## src/hdl/bfra_pkg.sv

```systemverilog
// Shared types, constants and codes for the best-fit region allocator.
package bfra_pkg;

  localparam int MaxAreasDefault   = 32;
  localparam int OffsetBitsDefault = 21;
  localparam int CapResetValue     = 65536;
  localparam int QueueDepth        = 2;

  // Command codes.
  localparam logic CMD_ALLOC   = 1'b0;
  localparam logic CMD_RELEASE = 1'b1;

  // Result status codes.
  localparam logic [1:0] ST_OK       = 2'd0;
  localparam logic [1:0] ST_NO_FIT   = 2'd1;
  localparam logic [1:0] ST_FULL     = 2'd2;
  localparam logic [1:0] ST_NO_MATCH = 2'd3;

  // Register indexes.
  localparam int REG_CAPACITY = 0;

endpackage

```

## src/hdl/best_fit_region_allocator.sv

```systemverilog
// Top level of the best-fit region allocator.
// Usage:
// Input transactions (in_valid/in_ready) carry an allocate or a release.
// Each produces exactly one result transaction on out_valid/out_ready with
// a status and the granted or released area.
// A two-entry queue decouples intake from the table engine, so new
// transactions are taken while a result waits for the receiver.
// The engine walks the area table through one RAM read port. An allocate
// scans the table, then shifts entries up; a release walks it once and
// compacts it. An allocate runs with at most 33 entries, and the single
// table port sets the pace of every transaction.
// An allocate on a full table answers without a scan.
// After reset the table holds the two sentinels and capacity is 65536.
// A capacity write through the cfg port resets the table to the sentinels;
// write capacity only while the block is idle.
// When the receiver stalls the result holds and the queue fills, then
// in_ready drops.
module best_fit_region_allocator import bfra_pkg::*; #(
  parameter int MaxAreas   = MaxAreasDefault,
  parameter int OffsetBits = OffsetBitsDefault
) (
  input  logic                  clk,
  input  logic                  rst_n,
  input  logic                  in_valid,
  output logic                  in_ready,
  input  logic                  in_cmd,
  input  logic [OffsetBits-1:0] in_request_size,
  input  logic [OffsetBits-1:0] in_release_begin,
  input  logic [OffsetBits-1:0] in_release_end,
  output logic                  out_valid,
  input  logic                  out_ready,
  output logic [1:0]            out_status,
  output logic [OffsetBits-1:0] out_area_begin,
  output logic [OffsetBits-1:0] out_area_end,
  input  logic                  psel,
  input  logic                  penable,
  input  logic                  pwrite,
  input  logic [1:0]            paddr,
  input  logic [31:0]           pwdata,
  output logic [31:0]           prdata,
  output logic                  pready
);

  logic                  q_valid, q_pop, q_cmd;
  logic [OffsetBits-1:0] q_a, q_b;
  logic [OffsetBits-1:0] cap_r;
  logic                  cap_write;

  assign pready    = 1'b1;
  assign cap_write = psel && penable && pwrite && (paddr == 2'(REG_CAPACITY * 4));
  assign prdata    = (paddr == 2'(REG_CAPACITY * 4)) ? 32'(cap_r) : '0;

  // Capacity register.
  always_ff @(posedge clk) begin
    if (!rst_n) begin
      cap_r <= OffsetBits'(CapResetValue);
    end else if (cap_write) begin
      cap_r <= pwdata[OffsetBits-1:0];
    end
  end

  bfra_front #(.OffsetBits(OffsetBits)) u_front (
    .clk, .rst_n, .in_valid, .in_ready, .in_cmd, .in_request_size,
    .in_release_begin, .in_release_end,
    .q_valid, .q_pop, .q_cmd, .q_a, .q_b
  );

  bfra_back #(.MaxAreas(MaxAreas), .OffsetBits(OffsetBits)) u_back (
    .clk, .rst_n, .capacity(cap_r), .cap_write,
    .q_valid, .q_pop, .q_cmd, .q_a, .q_b,
    .out_valid, .out_ready, .out_status, .out_area_begin, .out_area_end
  );

endmodule

```

## src/hdl/bfra_ram.sv

```systemverilog
// Generic single-port-write, single-port-read RAM with registered read data.
module bfra_ram #(
  parameter int Width = 8,
  parameter int Depth = 16
) (
  input  logic                     clk,
  input  logic                     we,
  input  logic [$clog2(Depth)-1:0] waddr,
  input  logic [Width-1:0]         wdata,
  input  logic [$clog2(Depth)-1:0] raddr,
  output logic [Width-1:0]         rdata
);

  logic [Width-1:0] mem [Depth];

  // Write port and registered read port.
  always_ff @(posedge clk) begin
    if (we) begin
      mem[waddr] <= wdata;
    end
    rdata <= mem[raddr];
  end

endmodule

```

## src/hdl/bfra_front.sv

```systemverilog
// Front end: accepts input transactions and queues classified commands.
module bfra_front import bfra_pkg::*; #(
  parameter int OffsetBits = OffsetBitsDefault
) (
  input  logic                  clk,
  input  logic                  rst_n,
  input  logic                  in_valid,
  output logic                  in_ready,
  input  logic                  in_cmd,
  input  logic [OffsetBits-1:0] in_request_size,
  input  logic [OffsetBits-1:0] in_release_begin,
  input  logic [OffsetBits-1:0] in_release_end,
  output logic                  q_valid,
  input  logic                  q_pop,
  output logic                  q_cmd,
  output logic [OffsetBits-1:0] q_a,
  output logic [OffsetBits-1:0] q_b
);

  localparam int PtrBits = $clog2(QueueDepth);

  logic                  cmd_r [QueueDepth];
  logic [OffsetBits-1:0] a_r   [QueueDepth];
  logic [OffsetBits-1:0] b_r   [QueueDepth];
  logic [PtrBits-1:0]    wptr_r, rptr_r;
  logic [PtrBits:0]      cnt_r;
  logic                  push;

  assign in_ready = (cnt_r < (PtrBits+1)'(QueueDepth));
  assign push     = in_valid && in_ready;
  assign q_valid  = (cnt_r != '0);
  assign q_cmd    = cmd_r[rptr_r];
  assign q_a      = a_r[rptr_r];
  assign q_b      = b_r[rptr_r];

  // Queue storage: allocate keeps its size, release keeps its bounds.
  always_ff @(posedge clk) begin
    if (push) begin
      cmd_r[wptr_r] <= in_cmd;
      a_r[wptr_r]   <= (in_cmd == CMD_ALLOC) ? in_request_size : in_release_begin;
      b_r[wptr_r]   <= in_release_end;
    end
  end

  // Queue pointers and fill count.
  always_ff @(posedge clk) begin
    if (!rst_n) begin
      wptr_r <= '0;
      rptr_r <= '0;
      cnt_r  <= '0;
    end else begin
      if (push) wptr_r <= wptr_r + 1'b1;
      if (q_pop) rptr_r <= rptr_r + 1'b1;
      cnt_r <= cnt_r + (PtrBits+1)'(push) - (PtrBits+1)'(q_pop);
    end
  end

endmodule

```

## src/hdl/bfra_back.sv

```systemverilog
// Back end: scans the area table, inserts or compacts entries, forms results.
module bfra_back import bfra_pkg::*; #(
  parameter int MaxAreas   = MaxAreasDefault,
  parameter int OffsetBits = OffsetBitsDefault
) (
  input  logic                  clk,
  input  logic                  rst_n,
  input  logic [OffsetBits-1:0] capacity,
  input  logic                  cap_write,
  input  logic                  q_valid,
  output logic                  q_pop,
  input  logic                  q_cmd,
  input  logic [OffsetBits-1:0] q_a,
  input  logic [OffsetBits-1:0] q_b,
  output logic                  out_valid,
  input  logic                  out_ready,
  output logic [1:0]            out_status,
  output logic [OffsetBits-1:0] out_area_begin,
  output logic [OffsetBits-1:0] out_area_end
);

  localparam int Depth = MaxAreas + 2;
  localparam int IB    = $clog2(Depth + 1);
  localparam int AB    = $clog2(Depth);

  typedef enum logic [6:0] {
    S_IDLE = 7'b0000001,
    S_SCAN = 7'b0000010,
    S_PICK = 7'b0000100,
    S_MOVE = 7'b0001000,
    S_REL  = 7'b0010000,
    S_DONE = 7'b0100000,
    S_OUT  = 7'b1000000
  } state_t;

  state_t                state_r, state_nxt;
  logic [IB-1:0]         cnt_r;
  logic [IB-1:0]         rd_r, wr_r;
  logic [IB-1:0]         pick_r;
  logic                  found_r, hit_r, rvalid_r;
  logic [IB-1:0]         ridx_r;
  logic [OffsetBits-1:0] best_r, prev_end_r, size_r, rb_r, re_r;
  logic [OffsetBits-1:0] nb_r, ne_r;
  logic                  cmd_r;
  logic                  ins_pend_r;

  logic                  we;
  logic [AB-1:0]         waddr, raddr;
  logic [2*OffsetBits-1:0] wdata, rdata, rent;
  logic [OffsetBits-1:0] rbeg, rend, gap;

  bfra_ram #(.Width(2*OffsetBits), .Depth(Depth)) u_ram (
    .clk(clk), .we(we), .waddr(waddr), .wdata(wdata), .raddr(raddr), .rdata(rdata)
  );

  // The two sentinels are implied by position: the first entry is always
  // empty at zero and the last one always sits at the capacity.
  assign rent  = (ridx_r == '0) ? '0 :
                 (ridx_r == cnt_r - 1'b1) ? {capacity, capacity} : rdata;
  assign rbeg  = rent[2*OffsetBits-1:OffsetBits];
  assign rend  = rent[OffsetBits-1:0];
  assign gap   = rbeg - prev_end_r;
  assign q_pop = (state_r == S_IDLE) && q_valid && !cap_write;
  assign out_valid = (state_r == S_OUT);

  // Sequencer: reads one entry per cycle; writes happen one entry per cycle.
  always_comb begin
    state_nxt = state_r;
    we    = 1'b0;
    waddr = '0;
    wdata = '0;
    raddr = rd_r[AB-1:0];
    case (state_r)
      S_IDLE: if (q_pop) begin
        if (q_cmd == CMD_ALLOC && cnt_r >= IB'(Depth)) state_nxt = S_DONE;
        else if (q_cmd == CMD_ALLOC) state_nxt = S_SCAN;
        else state_nxt = S_REL;
      end
      S_SCAN: if (rvalid_r && ridx_r == cnt_r - 1'b1) state_nxt = S_PICK;
      S_PICK: state_nxt = found_r ? S_MOVE : S_DONE;
      S_MOVE: begin
        // Shift entries up from the top down, then place the new entry.
        if (rvalid_r) begin
          we    = 1'b1;
          waddr = AB'(ridx_r + 1'b1);
          wdata = rent;
        end
        if (!ins_pend_r && rvalid_r && ridx_r == pick_r + 1'b1) begin
          state_nxt = S_MOVE;
        end
        if (ins_pend_r) begin
          we    = 1'b1;
          waddr = AB'(pick_r + 1'b1);
          wdata = {nb_r, ne_r};
          state_nxt = S_DONE;
        end
      end
      S_REL: begin
        if (rvalid_r && ridx_r != '0) begin
          if (ridx_r == cnt_r - 1'b1 ||
              !(rbeg == rb_r && rend == re_r)) begin
            we    = 1'b1;
            waddr = AB'(wr_r);
            wdata = rent;
          end
        end
        if (rvalid_r && ridx_r == cnt_r - 1'b1) state_nxt = S_DONE;
      end
      S_DONE: state_nxt = S_OUT;
      S_OUT:  if (out_ready) state_nxt = S_IDLE;
      default: state_nxt = S_IDLE;
    endcase
  end

  // Datapath and control registers.
  always_ff @(posedge clk) begin
    if (!rst_n) begin
      state_r  <= S_IDLE;
      cnt_r    <= IB'(2);
      rvalid_r <= 1'b0;
      ins_pend_r <= 1'b0;
    end else if (cap_write) begin
      state_r  <= S_IDLE;
      cnt_r    <= IB'(2);
      rvalid_r <= 1'b0;
      ins_pend_r <= 1'b0;
    end else begin
      state_r <= state_nxt;
      case (state_r)
        S_IDLE: begin
          rvalid_r <= 1'b0;
          if (q_pop) begin
            cmd_r   <= q_cmd;
            size_r  <= q_a;
            rb_r    <= q_a;
            re_r    <= q_b;
            found_r <= 1'b0;
            hit_r   <= 1'b0;
            best_r  <= capacity;
            rd_r    <= '0;
            wr_r    <= IB'(1);
            out_status <= ST_FULL;
          end
        end
        S_SCAN: begin
          // Stream entries; each new begin closes the gap after the previous end.
          if (rd_r < cnt_r) begin
            rd_r <= rd_r + 1'b1;
          end
          rvalid_r <= (rd_r < cnt_r);
          ridx_r   <= rd_r;
          if (rvalid_r) begin
            prev_end_r <= rend;
            if (ridx_r != '0 && gap >= size_r && gap <= best_r) begin
              best_r  <= gap;
              pick_r  <= ridx_r - 1'b1;
              found_r <= 1'b1;
              nb_r    <= prev_end_r;
              ne_r    <= prev_end_r + size_r;
            end
          end
        end
        S_PICK: begin
          rvalid_r <= 1'b0;
          rd_r     <= cnt_r - 1'b1;
          if (!found_r) out_status <= ST_NO_FIT;
        end
        S_MOVE: begin
          if (ins_pend_r) begin
            ins_pend_r <= 1'b0;
            cnt_r      <= cnt_r + 1'b1;
            out_status <= ST_OK;
            rvalid_r   <= 1'b0;
          end else if (rvalid_r && ridx_r == pick_r + 1'b1) begin
            ins_pend_r <= 1'b1;
            rvalid_r   <= 1'b0;
          end else begin
            rvalid_r <= 1'b1;
            ridx_r   <= rd_r;
            rd_r     <= rd_r - 1'b1;
          end
        end
        S_REL: begin
          if (rd_r < cnt_r) rd_r <= rd_r + 1'b1;
          rvalid_r <= (rd_r < cnt_r);
          ridx_r   <= rd_r;
          if (rvalid_r && ridx_r != '0) begin
            if (ridx_r == cnt_r - 1'b1) begin
              cnt_r <= wr_r + 1'b1;
            end else if (rbeg == rb_r && rend == re_r) begin
              hit_r <= 1'b1;
            end else begin
              wr_r <= wr_r + 1'b1;
            end
          end
        end
        S_DONE: begin
          if (cmd_r == CMD_RELEASE) begin
            out_status <= hit_r ? ST_OK : ST_NO_MATCH;
          end
        end
        default: ;
      endcase
    end
  end

  // Result payload, zero unless ok.
  always_comb begin
    out_area_begin = '0;
    out_area_end   = '0;
    if (out_status == ST_OK) begin
      out_area_begin = (cmd_r == CMD_ALLOC) ? nb_r : rb_r;
      out_area_end   = (cmd_r == CMD_ALLOC) ? ne_r : re_r;
    end
  end

endmodule

```

## config.mk

```make
export PLATFORM = sky130hd
export DESIGN_NAME = best_fit_region_allocator
export DESIGN_NICKNAME = d
export VERILOG_FILES = /design/src/hdl/bfra_pkg.sv /design/src/hdl/best_fit_region_allocator.sv /design/src/hdl/bfra_ram.sv /design/src/hdl/bfra_front.sv /design/src/hdl/bfra_back.sv
export SDC_FILE = /design/constraint.sdc
export NUM_CORES = 2
export LEC_CHECK = 0
export ABC_AREA = 1
export BUFFER_PORTS_ARGS = -buffer_cell sky130_fd_sc_hd__buf_2
export CORE_AREA = 10 10 415 417
export CTS_CLUSTER_DIAMETER = 40
export DETAILED_ROUTE_END_ITERATION = 16
export DIE_AREA = 0 0 425 427
export GPL_TIMING_DRIVEN = 0
export HOLD_SLACK_MARGIN = 0.12
export PLACE_DENSITY_LB_ADDON = 0.25
export SLEW_MARGIN = 40
export SYNTH_ARGS = -nofsm -noshare
export SYNTH_HDL_FRONTEND = slang
export SYNTH_SLANG_ARGS = --single-unit
```

## constraint.sdc

```tcl
create_clock -name clk -period 14.6 [get_ports clk]
set_input_delay 0.73 -clock clk [delete_from_list [all_inputs] [get_ports clk]]
set_output_delay 0.73 -clock clk [all_outputs]
set_load 0.02 [all_outputs]
```

==> results.py <==
metrics = {
    "outcome": {
        "status": "completed",
    },
    "finish": {
        "drive_gt1_share_pct": 13.87,
        "fill_cells": 13690,
        "nets": 6965,
        "fin_cells": 9161,
        "syn2layout_area_growth_pct": 21.67,
        "utilization_pct": 54.45,
        "design_area_um2": 89330,
    },
    "global_route": {
        "grt_pass1_vias": 51450,
        "top_usage_layer": "met2",
        "met2_usage_pct": 42.74,
        "grt_max_degree": 35,
        "grt_util_met3_pct": 7.405,
        "grt_pass1_wl_um": 370500,
        "grt_use_total_pct": 28.14,
        "grt_overflow": 0,
        "antenna_found_initial": 15,
        "use_met1_pct": 37.27,
    },
    "clock_network": {
        "clock_latency_ns": 0.90,
        "ctsRootBufferMaster": "clkbuf_16",
        "cts_setup_buffers": 0,
        "cts_max_level": 4,
        "clk_pin_slew_ns": 0.06,
        "tritoncts": "built",
        "cts_hold_buf": 22,
        "clockBufferDepth": 3,
        "cts_num_sinks": 1752,
        "cts_resized": 0,
        "cts_made_buffers": 235,
    },
    "critical_path": {
        "reg2reg_slack_ns": 5.69,
        "cp_data_required_time_ns": 15.15,
        "critical_path.top_delay_family": "simple AND/OR/NAND/NOR gates",
        "cpPeakStageDelay_ns": 0.71,
        "cp-end-kind": "flop",
        "worstSetupStartpoint": "u_back.cnt_r[0]$_SDFFE_PN0P_",
        "crit_slowest_cell": "o21ai_0",
        "critPathBufInv": 8,
        "cp_data_arrival_time_ns": 9.46,
        "start_kind": "flop",
        "crit_path_max_fanout": 10,
        "rr_startpoint": "u_back.cnt_r[0]$_SDFFE_PN0P_",
        "critical_path_class": "reg -> reg",
        "r2r_end": "u_back.ne_r[12]$_DFFE_PP_",
        "ff2ff_path_depth": 33,
    },
    "floorplan": {
        "io_pins": 184,
        "initial_utilization_pct": 44.75,
        "dieArea_um2": 181500,
        "die_y_um": 427,
        "die_w_um": 425,
        "num_rows": 149,
        "core_area_um2": 164100,
    },
    "timing": {
        "tns_ns": 0,
        "period_share_pct": 61.05,
        "setup_violations": 0,
        "worst_slack_ns": 5.687,
        "max_freq_ghz": 0.1122,
        "rsz0062_at_grt": "false",
        "worst_pin_slew_ns": 1.027,
        "finalMaxSlewViolations": 0,
        "fin_crit_ns": 8.913,
        "slew_headroom_pct": 31.51,
        "clock_skew_ns": 0.09260,
        "finalHoldViolations": 0,
    },
    "yosys": {
        "synth_commonest_cells": "edfxtp_1, nor2_1, o21ai_0, nand2_1, o22ai_1",
        "synth_fa_ha_area_share_pct": 1.769,
        "syn_avg_cell_area_um2": 11.93,
        "synthSimpleGateAreaFrac_pct": 10.34,
        "synth.area.mux_share_pct": 0.3221,
        "synth_compound_area_share_pct": 12.58,
        "synthCells": 6153,
        "synth_top_family_by_area": "compound AO/OA/AOI/OAI gates",
        "synthArstFlopShare_pct": 0,
        "synth_top_area_share_pct": 68.27,
        "synth.area.top_cells": "edfxtp_1, o21ai_0, nor2_1",
        "synthFlopType": "edfxtp_1",
        "synth_edf_count": 1669,
        "yosysSeqAreaShare_pct": 70.53,
        "yosysUniqueCellTypes": 60,
        "synth_xor_area_share_pct": 0.7396,
        "ys_ff_latch": 1752,
        "syn_area_um2": 73420,
        "yosys.area.top_type": "edfxtp_1",
        "yosysWarnings": 0,
        "synth.most_common_cell": "edfxtp_1",
    },
    "route": {
        "dr.pass1.iters": 8,
        "drt_iter0_markers": 8239,
        "postRouteAntennaNets": 0,
        "via_per_inst": 5.974,
        "drc_errors": 0,
        "num_vias": 54730,
        "wl_per_cell_um": 28.84,
        "finalWirelength_um": 264200,
    },
    "pwr": {
        "power_density_nw_per_um2": 173.8,
        "power.leakage_uw": 0.02843,
        "irDropWorstVdd_mv": 0.1448,
    },
    "worst_hold_path": {
        "hold_depth": 1,
        "hold_path_startpoint": "in_cmd",
        "hp-class": "in -> reg",
        "hold_end": "u_front.cmd_r[0]$_DFFE_PP_",
    },
    "placement": {
        "pre_cts_ws_ns": 5.729,
        "postPlaceCellArea_um2": 80910,
        "dpl.hpwl_um": 191900,
        "place.gp.congestion": 0.9752,
        "numPortBuffers": 160,
        "placed_cells": 8687,
    },
    "run": {
        "drv_cap": 0,
    },
}
how the worst max path moves through the flow:
stage / endpoint / depth (start not counted) / slack [ns]
after floorplan: u_back.nb_r[0]$_DFFE_PP_ / 28 / 4.67
after global placement: u_back.ne_r[8]$_DFFE_PP_ / 27 / -1.32
after detailed placement: u_back.ne_r[8]$_DFFE_PP_ / 33 / 5.73
after CTS: u_back.ne_r[8]$_DFFE_PP_ / 33 / 5.73
after global routing: u_back.ne_r[12]$_DFFE_PP_ / 33 / 5.38
final: u_back.ne_r[12]$_DFFE_PP_ / 33 / 5.69
routing by layer:
layer / up-vias / wire length [um]
li1: 23720 / -
met1: 26830 / 99680
met2: 3513 / 116700
met3: 651 / 32250
met4: 18 / 15480
met5: - / 119
logic make-up (layout without fill, tap and decap cells):
group,after synthesis,in the layout
AOI/OAI and AO/OA,1641,1641
xor gates and xnor gates,62,62
adders and majority gates,102,102
buffers and inverters,692,1492
DFF,1752,1752
muxes,21,21
other,2,21
and+or+nand+nor,1881,1881
report_power, final:
| part | switching, uW | total [uW] | internal, uW |
|---|---|---|---|
| registers | 112 | 5770 | 5650 |
| clock network | 2370 | 5870 | 3500 |
| logic | 2940 | 3890 | 956 |
layout make-up:
class / count / area, um2 / area share, %
repair buffers: 358 / 4195 / 4.696
inverters: 307 / 1152 / 1.290
well taps: 2189 / 2739 / 3.066
multi-input cells: 3719 / 19680 / 22.04
flip-flops and latches: 1752 / 51780 / 57.97
clock buffers: 264 / 6073 / 6.799
diodes: 9 / 22.52 / 0.02521
clock inverters: 178 / 2067 / 2.314
plain buffers: 385 / 1615 / 1.808
cells in the final DEF, fill, tap and decap left out, drive strengths merged, types with 97 or more instances in the layout:
master / instances
ha: 99
nor2: 1108
clkbuf: 599
edfxtp: 1669
inv: 354
nand3: 150
o21ai: 994
a21oi: 97
o22ai: 365
buf: 385
nand2: 519
sequential cells by signal (all words and copies together) (netlist names), 6 cells and up, named ones only:
register,cells
u_back.best_r,21
u_back.u_ram.rdata,42
cap_r,21
u_back.cnt_r,6
u_back.size_r,21
u_back.nb_r,21
u_back.re_r,21
u_front.b_r,42
u_front.a_r,42
u_back.prev_end_r,21
u_back.wr_r,6
u_back.state_r,7
u_back.pick_r,6
u_back.ridx_r,6
u_back.ne_r,21
u_back.raddr,6
u_back.u_ram.mem,1428
through the flow:
step,hold WS (ns),total power [uW]
5_1_grt,0.1421,16000
4_1_cts,0.1235,15410
2_1_floorplan,0.4431,7898
3_3_place_gp,0.4571,9494
3_5_place_dp,0.4638,9599
6_report,0.1714,15530
(Power assumes the default switching activity.)
